**src/hdl/lcm_pkg.sv**
```systemverilog
`default_nettype none

package lcm_pkg;

  localparam int INDEX_BITS    = 24;
  localparam int FADE_BITS     = 24;
  localparam int SAMPLE_BITS   = 16;
  localparam int NARROW_BITS   = 8;
  localparam int GAIN_BITS     = 9;
  localparam int GAIN_FRAC     = 8;
  localparam int STEP_BITS     = 4;
  localparam int PROD_BITS     = SAMPLE_BITS + 1;
  localparam int CFG_IDX_BITS  = 8;
  localparam int CFG_DATA_BITS = FADE_BITS;

  localparam logic [STEP_BITS-1:0] ROUND_STEP = STEP_BITS'(GAIN_BITS);
  localparam int ROUND_BIAS = 128;

  localparam logic [CFG_IDX_BITS-1:0] CFG_FADE_LENGTH = 8'd0;
  localparam logic [CFG_IDX_BITS-1:0] CFG_SAMPLE_MODE = 8'd1;

  localparam logic [FADE_BITS-1:0] FADE_LENGTH_RST = 24'd1024;
  localparam logic MODE_8BIT  = 1'b0;
  localparam logic MODE_16BIT = 1'b1;

  typedef struct packed {
    logic                        done;
    logic signed [PROD_BITS-1:0] prod;
  } lcm_scl_rsp_t;

endpackage

`default_nettype wire

```
**src/hdl/linear_crossfade_mixer.sv**
```systemverilog
// An accepted item runs a fade-in gain pass, a fade-out gain pass, a mix step and a send step;
// only then is a new item accepted. Both passes use the shared bit-serial gain divider
// (9 quotient bits plus a rounding step, run once per sample of the pair).
// A new item is accepted while the previous result waits in the output register.
// Reset (rst_n low, synchronous): fade_length = 1024, sample_mode = 1, index = 0.
`default_nettype none

module linear_crossfade_mixer
  import lcm_pkg::*;
(
  input  wire                            clk,
  input  wire                            rst_n,
  input  wire                            in_valid,
  output logic                           in_ready,
  input  wire signed [SAMPLE_BITS-1:0]   in_fade_in_sample,
  input  wire signed [SAMPLE_BITS-1:0]   in_fade_out_sample,
  output logic                           out_valid,
  input  wire                            out_ready,
  output logic signed [SAMPLE_BITS-1:0]  out_mixed_sample,
  output logic                           out_fade_done,
  input  wire                            cfg_valid,
  output logic                           cfg_ready,
  input  wire        [CFG_IDX_BITS-1:0]  cfg_index,
  input  wire        [CFG_DATA_BITS-1:0] cfg_data
);

  localparam int SUM_BITS = PROD_BITS + 1;

  typedef enum logic [4:0] {
    ST_IDLE     = 5'b00001,
    ST_FADE_IN  = 5'b00010,
    ST_FADE_OUT = 5'b00100,
    ST_MIX      = 5'b01000,
    ST_SEND     = 5'b10000
  } state_t;

  state_t                        state_r;
  logic [FADE_BITS-1:0]          fade_length_r;
  logic                          sample_mode_r;
  logic [INDEX_BITS-1:0]         sample_index_r;
  logic                          start_r;

  logic [FADE_BITS-1:0]          m_r;
  logic [FADE_BITS-1:0]          kc_r;
  logic [FADE_BITS-1:0]          xo_r;
  logic                          mode_r;
  logic                          done_r;
  logic signed [SAMPLE_BITS-1:0] si_r;
  logic signed [SAMPLE_BITS-1:0] so_r;
  logic signed [PROD_BITS-1:0]   a_r;
  logic signed [SUM_BITS-1:0]    sum_r;
  logic signed [SAMPLE_BITS-1:0] mix_r;

  logic                          out_valid_r;
  logic signed [SAMPLE_BITS-1:0] out_mixed_sample_r;
  logic                          out_fade_done_r;

  logic                          in_acc;
  logic                          send_ok;
  logic [FADE_BITS-1:0]          m_eff;
  logic [FADE_BITS-1:0]          m_last;
  logic [FADE_BITS-1:0]          k_cur;
  logic                          at_end;
  logic [FADE_BITS-1:0]          k_clip;
  logic signed [SAMPLE_BITS-1:0] si_nxt;
  logic signed [SAMPLE_BITS-1:0] so_nxt;
  logic signed [SUM_BITS-1:0]    sum_adj;
  logic signed [SAMPLE_BITS-1:0] mix_nxt;

  logic [FADE_BITS-1:0]          scl_num;
  logic signed [SAMPLE_BITS-1:0] scl_sample;
  lcm_scl_rsp_t                  scl_rsp;

  assign in_ready  = (state_r == ST_IDLE);
  assign in_acc    = in_valid && in_ready;
  assign cfg_ready = 1'b1;
  assign send_ok   = !out_valid_r || out_ready;

  assign m_eff  = (fade_length_r == '0) ? FADE_BITS'(1) : fade_length_r;
  assign m_last = m_eff - 1'b1;
  assign k_cur  = FADE_BITS'(sample_index_r);
  assign at_end = (k_cur >= m_last);
  assign k_clip = (k_cur > m_last) ? m_last : k_cur;

  assign si_nxt = (sample_mode_r == MODE_16BIT) ? in_fade_in_sample :
                  {{(SAMPLE_BITS-NARROW_BITS){in_fade_in_sample[NARROW_BITS-1]}},
                   in_fade_in_sample[NARROW_BITS-1:0]};
  assign so_nxt = (sample_mode_r == MODE_16BIT) ? in_fade_out_sample :
                  {{(SAMPLE_BITS-NARROW_BITS){in_fade_out_sample[NARROW_BITS-1]}},
                   in_fade_out_sample[NARROW_BITS-1:0]};

  // halve toward zero: add one to negative sums before the shift
  assign sum_adj = sum_r + SUM_BITS'(sum_r[SUM_BITS-1]);
  assign mix_nxt = (mode_r == MODE_16BIT) ? sum_r[SAMPLE_BITS-1:0] :
                   {{(SAMPLE_BITS-NARROW_BITS){sum_adj[NARROW_BITS]}},
                    sum_adj[NARROW_BITS:1]};

  assign scl_num    = (state_r == ST_FADE_OUT) ? xo_r : kc_r;
  assign scl_sample = (state_r == ST_FADE_OUT) ? so_r : si_r;

  lcm_scaler u_scaler (
    .clk      (clk),
    .rst_n    (rst_n),
    .start    (start_r),
    .gain_num (scl_num),
    .fade_len (m_r),
    .sample   (scl_sample),
    .rsp      (scl_rsp)
  );

  always_ff @(posedge clk) begin
    if (!rst_n) begin
      fade_length_r <= FADE_LENGTH_RST;
      sample_mode_r <= MODE_16BIT;
    end else if (cfg_valid && cfg_ready) begin
      unique case (cfg_index)
        CFG_FADE_LENGTH: fade_length_r <= cfg_data[FADE_BITS-1:0];
        CFG_SAMPLE_MODE: sample_mode_r <= cfg_data[0];
        default: ;
      endcase
    end
  end

  always_ff @(posedge clk) begin
    if (!rst_n) begin
      state_r        <= ST_IDLE;
      sample_index_r <= '0;
      start_r        <= 1'b0;
      out_valid_r    <= 1'b0;
    end else begin
      start_r <= 1'b0;
      unique case (state_r)
        ST_IDLE: begin
          if (in_acc) begin
            state_r        <= ST_FADE_IN;
            start_r        <= 1'b1;
            sample_index_r <= at_end ? '0 : INDEX_BITS'(k_cur + 1'b1);
          end
        end
        ST_FADE_IN: begin
          if (scl_rsp.done) begin
            state_r <= ST_FADE_OUT;
            start_r <= 1'b1;
          end
        end
        ST_FADE_OUT: begin
          if (scl_rsp.done) begin
            state_r <= ST_MIX;
          end
        end
        ST_MIX: begin
          state_r <= ST_SEND;
        end
        ST_SEND: begin
          if (send_ok) begin
            state_r <= ST_IDLE;
          end
        end
        default: state_r <= ST_IDLE;
      endcase

      if (state_r == ST_SEND && send_ok) begin
        out_valid_r <= 1'b1;
      end else if (out_ready) begin
        out_valid_r <= 1'b0;
      end
    end
  end

  always_ff @(posedge clk) begin
    if (in_acc) begin
      m_r    <= m_eff;
      kc_r   <= k_clip;
      done_r <= at_end;
      mode_r <= sample_mode_r;
      si_r   <= si_nxt;
      so_r   <= so_nxt;
    end
    if (state_r == ST_FADE_IN) begin
      xo_r <= m_r - kc_r;
      if (scl_rsp.done) begin
        a_r <= scl_rsp.prod;
      end
    end
    if (state_r == ST_FADE_OUT && scl_rsp.done) begin
      sum_r <= SUM_BITS'(a_r) + SUM_BITS'(scl_rsp.prod);
    end
    if (state_r == ST_MIX) begin
      mix_r <= mix_nxt;
    end
    if (state_r == ST_SEND && send_ok) begin
      out_mixed_sample_r <= mix_r;
      out_fade_done_r    <= done_r;
    end
  end

  assign out_valid        = out_valid_r;
  assign out_mixed_sample = out_mixed_sample_r;
  assign out_fade_done    = out_fade_done_r;

  a_scl_done_in_run: assert property (@(posedge clk) disable iff (!rst_n)
    scl_rsp.done |-> (state_r == ST_FADE_IN || state_r == ST_FADE_OUT))
    else $error("scaler finished outside a gain pass");

  a_accept_starts: assert property (@(posedge clk) disable iff (!rst_n)
    in_acc |=> (state_r == ST_FADE_IN && start_r))
    else $error("accepted item did not start the fade-in pass");

  a_index_wrap: assert property (@(posedge clk) disable iff (!rst_n)
    in_acc |=> (done_r == (sample_index_r == '0)))
    else $error("index not cleared exactly on the last sample");

  a_out_from_send: assert property (@(posedge clk) disable iff (!rst_n)
    $rose(out_valid_r) |-> $past(state_r == ST_SEND))
    else $error("output loaded outside the send state");

endmodule

`default_nettype wire

```
**src/hdl/lcm_scaler.sv**
```systemverilog
`default_nettype none

// gain = floor((512x + m) / 2m), one quotient bit per cycle, MSB first;
// each quotient bit folds the sample into a Horner accumulator.
module lcm_scaler
  import lcm_pkg::*;
(
  input  wire                          clk,
  input  wire                          rst_n,
  input  wire                          start,
  input  wire        [FADE_BITS-1:0]   gain_num,
  input  wire        [FADE_BITS-1:0]   fade_len,
  input  wire signed [SAMPLE_BITS-1:0] sample,
  output lcm_scl_rsp_t                 rsp
);

  localparam int REM_BITS = FADE_BITS + 1;
  localparam int ACC_BITS = SAMPLE_BITS + GAIN_BITS + 1;

  logic                          busy_r;
  logic                          done_r;
  logic [STEP_BITS-1:0]          step_r;
  logic [REM_BITS-1:0]           rem_r;
  logic [REM_BITS-1:0]           div_r;
  logic [GAIN_BITS-1:0]          nb_r;
  logic signed [SAMPLE_BITS-1:0] smp_r;
  logic signed [ACC_BITS-1:0]    acc_r;
  logic signed [PROD_BITS-1:0]   prod_r;

  logic [REM_BITS:0]             rem_sh;
  logic [REM_BITS+1:0]           diff;
  logic                          qbit;
  logic [REM_BITS-1:0]           rem_nxt;
  logic signed [ACC_BITS-1:0]    acc_nxt;
  logic signed [ACC_BITS-1:0]    rounded;
  logic [REM_BITS-1:0]           rem_init;

  assign rem_sh   = {rem_r, nb_r[GAIN_BITS-1]};
  assign diff     = {1'b0, rem_sh} - {2'b0, div_r};
  assign qbit     = ~diff[REM_BITS+1];
  assign rem_nxt  = qbit ? diff[REM_BITS-1:0] : rem_sh[REM_BITS-1:0];
  assign acc_nxt  = (acc_r <<< 1) + (qbit ? ACC_BITS'(smp_r) : ACC_BITS'(0));
  assign rounded  = acc_r + ACC_BITS'(ROUND_BIAS);
  // x <= m, so x + m/512 < 2m: the remainder starts below the divisor
  assign rem_init = REM_BITS'(gain_num) + REM_BITS'(fade_len[FADE_BITS-1:GAIN_BITS]);

  always_ff @(posedge clk) begin
    if (!rst_n) begin
      busy_r <= 1'b0;
      done_r <= 1'b0;
      step_r <= '0;
    end else begin
      done_r <= 1'b0;
      if (start) begin
        busy_r <= 1'b1;
        step_r <= '0;
      end else if (busy_r) begin
        if (step_r == ROUND_STEP) begin
          busy_r <= 1'b0;
          done_r <= 1'b1;
        end else begin
          step_r <= step_r + 1'b1;
        end
      end
    end
  end

  always_ff @(posedge clk) begin
    if (start) begin
      rem_r <= rem_init;
      nb_r  <= fade_len[GAIN_BITS-1:0];
      div_r <= {fade_len, 1'b0};
      smp_r <= sample;
      acc_r <= '0;
    end else if (busy_r && step_r != ROUND_STEP) begin
      rem_r <= rem_nxt;
      nb_r  <= nb_r << 1;
      acc_r <= acc_nxt;
    end else if (busy_r) begin
      prod_r <= rounded[PROD_BITS+GAIN_FRAC-1:GAIN_FRAC];
    end
  end

  assign rsp.done = done_r;
  assign rsp.prod = prod_r;

endmodule

`default_nettype wire
```
**config.mk**
```make
export PLATFORM = sky130hd
export DESIGN_NAME = linear_crossfade_mixer
export DESIGN_NICKNAME = d
export VERILOG_FILES = /design/src/hdl/lcm_pkg.sv /design/src/hdl/linear_crossfade_mixer.sv /design/src/hdl/lcm_scaler.sv
export SDC_FILE = /design/constraint.sdc
export NUM_CORES = 1
export LEC_CHECK = 0
export BUFFER_PORTS_ARGS = -buffer_cell sky130_fd_sc_hd__buf_4
export CAP_MARGIN = 25
export CORE_ASPECT_RATIO = 1.5
export CORE_MARGIN = 1.5
export CORE_UTILIZATION = 40
export CTS_BUF_LIST = sky130_fd_sc_hd__clkbuf_16
export CTS_CLUSTER_SIZE = 10
export DETAILED_ROUTE_END_ITERATION = 12
export GPL_ROUTABILITY_DRIVEN = 0
export PLACE_DENSITY = 0.63
export SETUP_SLACK_MARGIN = 0.3
export SKIP_LAST_GASP = 1
export SLEW_MARGIN = 20
export SYNTH_ARGS = -nofsm -noshare
export SYNTH_HDL_FRONTEND = slang
export SYNTH_SLANG_ARGS = --single-unit
```
**constraint.sdc**
```tcl
create_clock -name clk -period 9.41 [get_ports clk]
set_input_delay 0.4705 -clock clk [delete_from_list [all_inputs] [get_ports clk]]
set_output_delay 0.4705 -clock clk [all_outputs]
set_load 0.01 [all_outputs]
```
Yosys cells after proc, flatten, opt, wreduce, memory -nomap -nowiden:

Cells that the tools add are included.

* logic and storage cells: 103
* output and inout bits: 20
* register bits: 352

* bitwise gates (word level): 5
* muxes and demuxes: 28
* reductions and logical operators: 19
* $lt $le $gt $ge: 2
* eq/ne operators: 12
* add/subtract/negate cells: 10

Operator list (number)
* $mux 25: 4
* $mux 24: 4
* $mux 16: 4
* $sub 26x25->27: 1
* $add 24x15->25: 1
* $add 25x25->25: 1
* $add 25x9->25 const B: 1
* $pmux 5 s5: 1
* $add 24x1->24 const B: 1
* $ge 24x24->1: 1
* $gt 24x24->1: 1
* $logic_not 24->1: 1
* $sub 24x1->24 const B: 1
* $sub 24x24->24: 1
* $mux 5: 4
* $add 17x17->18: 1
* $mux 9: 2
* $reduce_and 2->1: 5
* $add 9x1->9: 1
* $eq 8x1->1 const B: 1
* $logic_not 8->1: 1
* $mux 1: 8
* $ne 2x1->1 const B: 3
* $eq 5x1->1 const B: 1
* 18 further kinds: 26

Logic depth before layout (Yosys ltp):

* word-level depth: 5
* depth in mapped cells: 22
* gate-level depth less buffers: 20

By module:

Synthesis repeated with hierarchy kept, for this count alone.

* cell total of the unflattened synthesis: 1929
* area, all modules: 20029.2 sq um

Modules (own cells, without submodules)
* linear_crossfade_mixer: cells an instance 1098, sequential area each 6316.1 sq um, area each 11950.2 sq um, times used 1
* lcm_scaler: cells an instance 831, sequential area each 3353.2 sq um, area each 8079.0 sq um, times used 1

Worst setup path before layout:

Ideal clock, no wire load.

* path type: register to register
* from: reg u_scaler.rem_r[6]
* to: reg u_scaler.acc_r[13]
* setup time: 0.117 ns
* path buffers: 2
* clock period less this slack: 4.525 ns
* stages on the path, launching flop included: 21
* setup slack: 4.885 ns
* arrival time: 4.407 ns
* cell sequence: edfxtp_1 ha_1 a2111o_1 o21ai_1 a21oi_1 a21oi_1 nor2_1 buf_2 clkbuf_1 and2_1 ha_1 fa_1 a21oi_1 o21bai_1 a2111o_1 nand3b_1 nand2_1 and2_1 o21a_1 o31a_1 a32o_1

* cells in the longest elaborated chain, start to end: 3

RTL lines
* from (decl): RTL line lcm_scaler.sv:23 `logic [REM_BITS-1:0] rem_r;`
* from (signal assigned): RTL line lcm_scaler.sv:70 `rem_r <= rem_init;`
* from (signal assigned): RTL line lcm_scaler.sv:76 `rem_r <= rem_nxt;`
* $sub 26x25->27: RTL line lcm_scaler.sv:39 `assign diff = {1'b0, rem_sh} - {2'b0, div_r};`
* $mux 25: RTL line lcm_scaler.sv:42 `assign acc_nxt = (acc_r <<< 1) + (qbit ? ACC_BITS'(smp_r) : ACC_BITS'(0));`
* $add 25x25->25: RTL line lcm_scaler.sv:42
* to (signal assigned): RTL line lcm_scaler.sv:78 `acc_r <= acc_nxt;`
* to (decl): RTL line lcm_scaler.sv:27 `logic signed [ACC_BITS-1:0] acc_r;`

No other way between the ends.
A chain may end at the register's enable or synchronous reset.

Worst setup path after layout:

* from: reg fade_length_r[19]
* to: reg kc_r[2], data pin

* cells in the longest elaborated chain, start to end: 5

RTL lines
* from (decl): RTL line linear_crossfade_mixer.sv:38 `logic [FADE_BITS-1:0] fade_length_r;`
* from (signal assigned): RTL line linear_crossfade_mixer.sv:117 `CFG_FADE_LENGTH: fade_length_r <= cfg_data[FADE_BITS-1:0];`
* $logic_not 24->1: RTL line linear_crossfade_mixer.sv:79 `assign m_eff = (fade_length_r == '0) ? FADE_BITS'(1) : fade_length_r;`
* $mux 24 *: RTL line linear_crossfade_mixer.sv:79
* $sub 24x1->24 *: RTL line linear_crossfade_mixer.sv:80 `assign m_last = m_eff - 1'b1;`
* $gt 24x24->1: RTL line linear_crossfade_mixer.sv:83 `assign k_clip = (k_cur > m_last) ? m_last : k_cur;`
* $mux 24 *: RTL line linear_crossfade_mixer.sv:83
* net k_clip[2]: RTL line linear_crossfade_mixer.sv:64 `logic [FADE_BITS-1:0] k_clip;`
* to (signal assigned): RTL line linear_crossfade_mixer.sv:173 `kc_r <= k_clip;`
* to (decl): RTL line linear_crossfade_mixer.sv:44 `logic [FADE_BITS-1:0] kc_r;`

The timed path passes the listed nets; every way through them passes the cells marked *.

==> qor.yml <==
netlist_area_um2: 19400
fin_crit_sh_pct: 57.4
hold_violations: 0
cts_root_buf: "clkbuf_16"
post_cts_buffers: 0
ctsHoldBuffers: 0
yosysWarnings: 0
path_cells: "or3_1 > or2_0 > or3_1 > or2_1 > nor2b_1 > ha_1 > nor3b_1 > nand2_1 > nor4_1 > xnor2_1 > ha_1 > nand4_1 > nor2_1 > nand4_1 > or4_1 > o21ai_2 > buf_4 > o21ai_0"
synth_top_cell_by_area: "edfxtp_1"
grt_first_pass_wirelength_um: 66100
end_kind: "flip-flop"
syn_inst: 1884
track_usage_pct: 16.5
ys_types: 76
antenna_left: 0
final_core_util_pct: 45.8
max-cap-violations: 0
synth-edff-count: 264
grt_pass1_vias: 13800
core_area_um2: 47700
overflow: 0
rsz0062_at_grt: "no"
cp-start-kind: "flip-flop"
vias_per_cell: 5.35
path_class: "flip-flop to flip-flop"
max_stage_delay_ps: 740
antenna_cells: 0
r2r-start: "fade_length_r[19]$_SDFFE_PN0P_"
vias: 13800
hold_path_class: "input pin to flip-flop"
yosysMostFrequentCell: "edfxtp_1"
synth_top_cells_by_count: "edfxtp_1, nand2_1, ha_1"
setup_viol: 0
cp-startpoint: "fade_length_r[19]$_SDFFE_PN0P_"
ir_drop_uv: 127
powerDensity_nw_per_um2: 217
finalInstanceArea_um2: 21800
ys_top_cells_by_area: "edfxtp_1, dfxtp_1, ha_1"
die_area_um2: 49800
cts_num_sinks: 351
io_buffers: 87
seq_area_frac_synth_pct: 49.9
area_delta_synth_final_pct: 12.8
min_period_ps: 5400
finalMaxSlewViolations: 0
cp.arrival_ps: 5680
rows: 98
clk_latency_ps: 550
r2r-end: "kc_r[2]$_DFFE_PP_"
finClkSkew_ps: 27.8
worstPathMaxFanout: 48
die_x_um: 183
tns_ps: 0
synth-main-ff-cell: "edfxtp_1"
fp.dieH_um: 272
htreeDepth: 2
grt_max_degree: 73
worstPathRequired_ps: 9680
cts_resized: 0
synth_top_area_share_pct: 40.9
leakagePower_nw: 8.72
reg2reg_depth: 18
drt_iter0_drc: 556
routedWlPerCell_um: 15.9
start_util_pct: 40.6
io_pins: 89
path_depth: 18
clkSlewWorstSetupHoldPaths_ps: 60
p_total_w: 0.00475
cts_tree: "done"
clock.fmax_ghz: 0.185
crit_end: "kc_r[2]$_DFFE_PP_"
crit_family: "simple AND/OR/NAND/NOR gates"
dp_hpwl_um: 31000
syn_area_per_cell_um2: 10.3
firstDrtPassIters: 7
slew_headroom_pct: 36.1
ys_ff_latch: 351
dp.cells: 2511
antenna_found_initial: 0
worst_pin_slew_ps: 959
cts_buffers: 41
synth_nets: 2090
synth-async-reset-ratio_pct: 0
regToRegSetupSlack_ps: 4010
drcViolationCount: 0
drive_above_1_share_pct: 9.48
status: "complete, no violations"
place_area_um2: 20600
fin_cells: 2584
nets: 2161
cts_buffer_depth: 3
path_buf_inv: 1
wl_um: 41200
cp_slowest_cell: "nor3b_1"
## through the flow
step,worst slack [ps],hold slack (ps)
2_1_floorplan,4890,400
3_3_place_gp,4080,402
3_5_place_dp,4080,405
4_1_cts,4040,57.8
5_1_grt,3530,67.8
6_report,4010,92.3
## per-layer routing
metal | track usage (%) | wire [um] | vias up
met5 | 0 | 0 | -
met4 | 8.74 | 2070 | 0
met3 | 2.11 | 1410 | 112
met2 | 31.3 | 21500 | 277
met1 | 17.5 | 16200 | 6585
li1 | - | - | 6857
## registers in the layout, indices dropped and copies added (netlist names), 4 cells and up
register	count
u_scaler.prod_r	17
u_scaler.step_r	4
u_scaler.div_r	24
u_scaler.smp_r	16
si_r	16
mix_r	16
kc_r	24
u_scaler.acc_r	25
state_r	5
xo_r	24
so_r	16
m_r	24
u_scaler.rem_r	25
k_cur	24
a_r	17
sum_r	17
out_mixed_sample	16
u_scaler.nb_r	9
fade_length_r	24
## area by class of cell
type	count	area, um^2
Inverter	99	373
Sequential cell	351	9670
Timing Repair Buffer	101	766
Tap cell	600	751
Clock buffer	43	1080
Clock inverter	29	140
Multi-Input combinational cell	1361	9070
Fill cell	4373	25900
## cells by family after synthesis
group | count (synthesis) | share of synthesized area [%]
adders and majority gates | 137 | 9.05
DFF | 351 | 49.9
muxes | 53 | 2.81
other | 1 | 0.0194
AOI/OAI and AO/OA | 382 | 12.5
and+or+nand+nor | 642 | 15.7
buffers and inverters | 172 | 3.39
xor gates and xnor gates | 146 | 6.60
## how the worst min path moves through the flow
stage | to | cells past startpoint | start
2_1_floorplan | out_fade_done$_DFFE_PP_ | 0 | done_r$_DFFE_PP_
3_5_place_dp | out_mixed_sample[7]$_DFFE_PP_ | 0 | mix_r[7]$_DFFE_PP_
3_3_place_gp | out_fade_done$_DFFE_PP_ | 0 | done_r$_DFFE_PP_
4_1_cts | so_r[6]$_DFFE_PP_ | 1 | in_fade_out_sample[6]
5_1_grt | so_r[6]$_DFFE_PP_ | 1 | in_fade_out_sample[6]
6_report | so_r[6]$_DFFE_PP_ | 1 | in_fade_out_sample[6]
## report_power, final
group	internal, W	switching [W]	total (W)
combinational	0.000555	0.000733	0.00129
clock	0.000820	0.000607	0.00143
sequential	0.00189	0.000135	0.00203
total	0.00327	0.00148	0.00475
## cells in the final DEF, fill, tap and decap left out, drive strengths merged, types with 11 or more instances in the layout
master	instances
edfxtp	264
nand2	250
ha	132
nor2	129
inv	125
a21oi	107
o21ai	106
buf	101
xnor2	97
dfxtp	87
nor2b	51
xor2	49
nand3	44
clkbuf	43
a21o	42
mux2i	42
nor3	32
and2	26
and3	18
nand4	17
o21a	17
or3	16
nand2b	15
a211oi	14
a31oi	14
o21bai	13
mux2	11
nor4	11
Note: power is estimated with default switching activity, not from simulation.
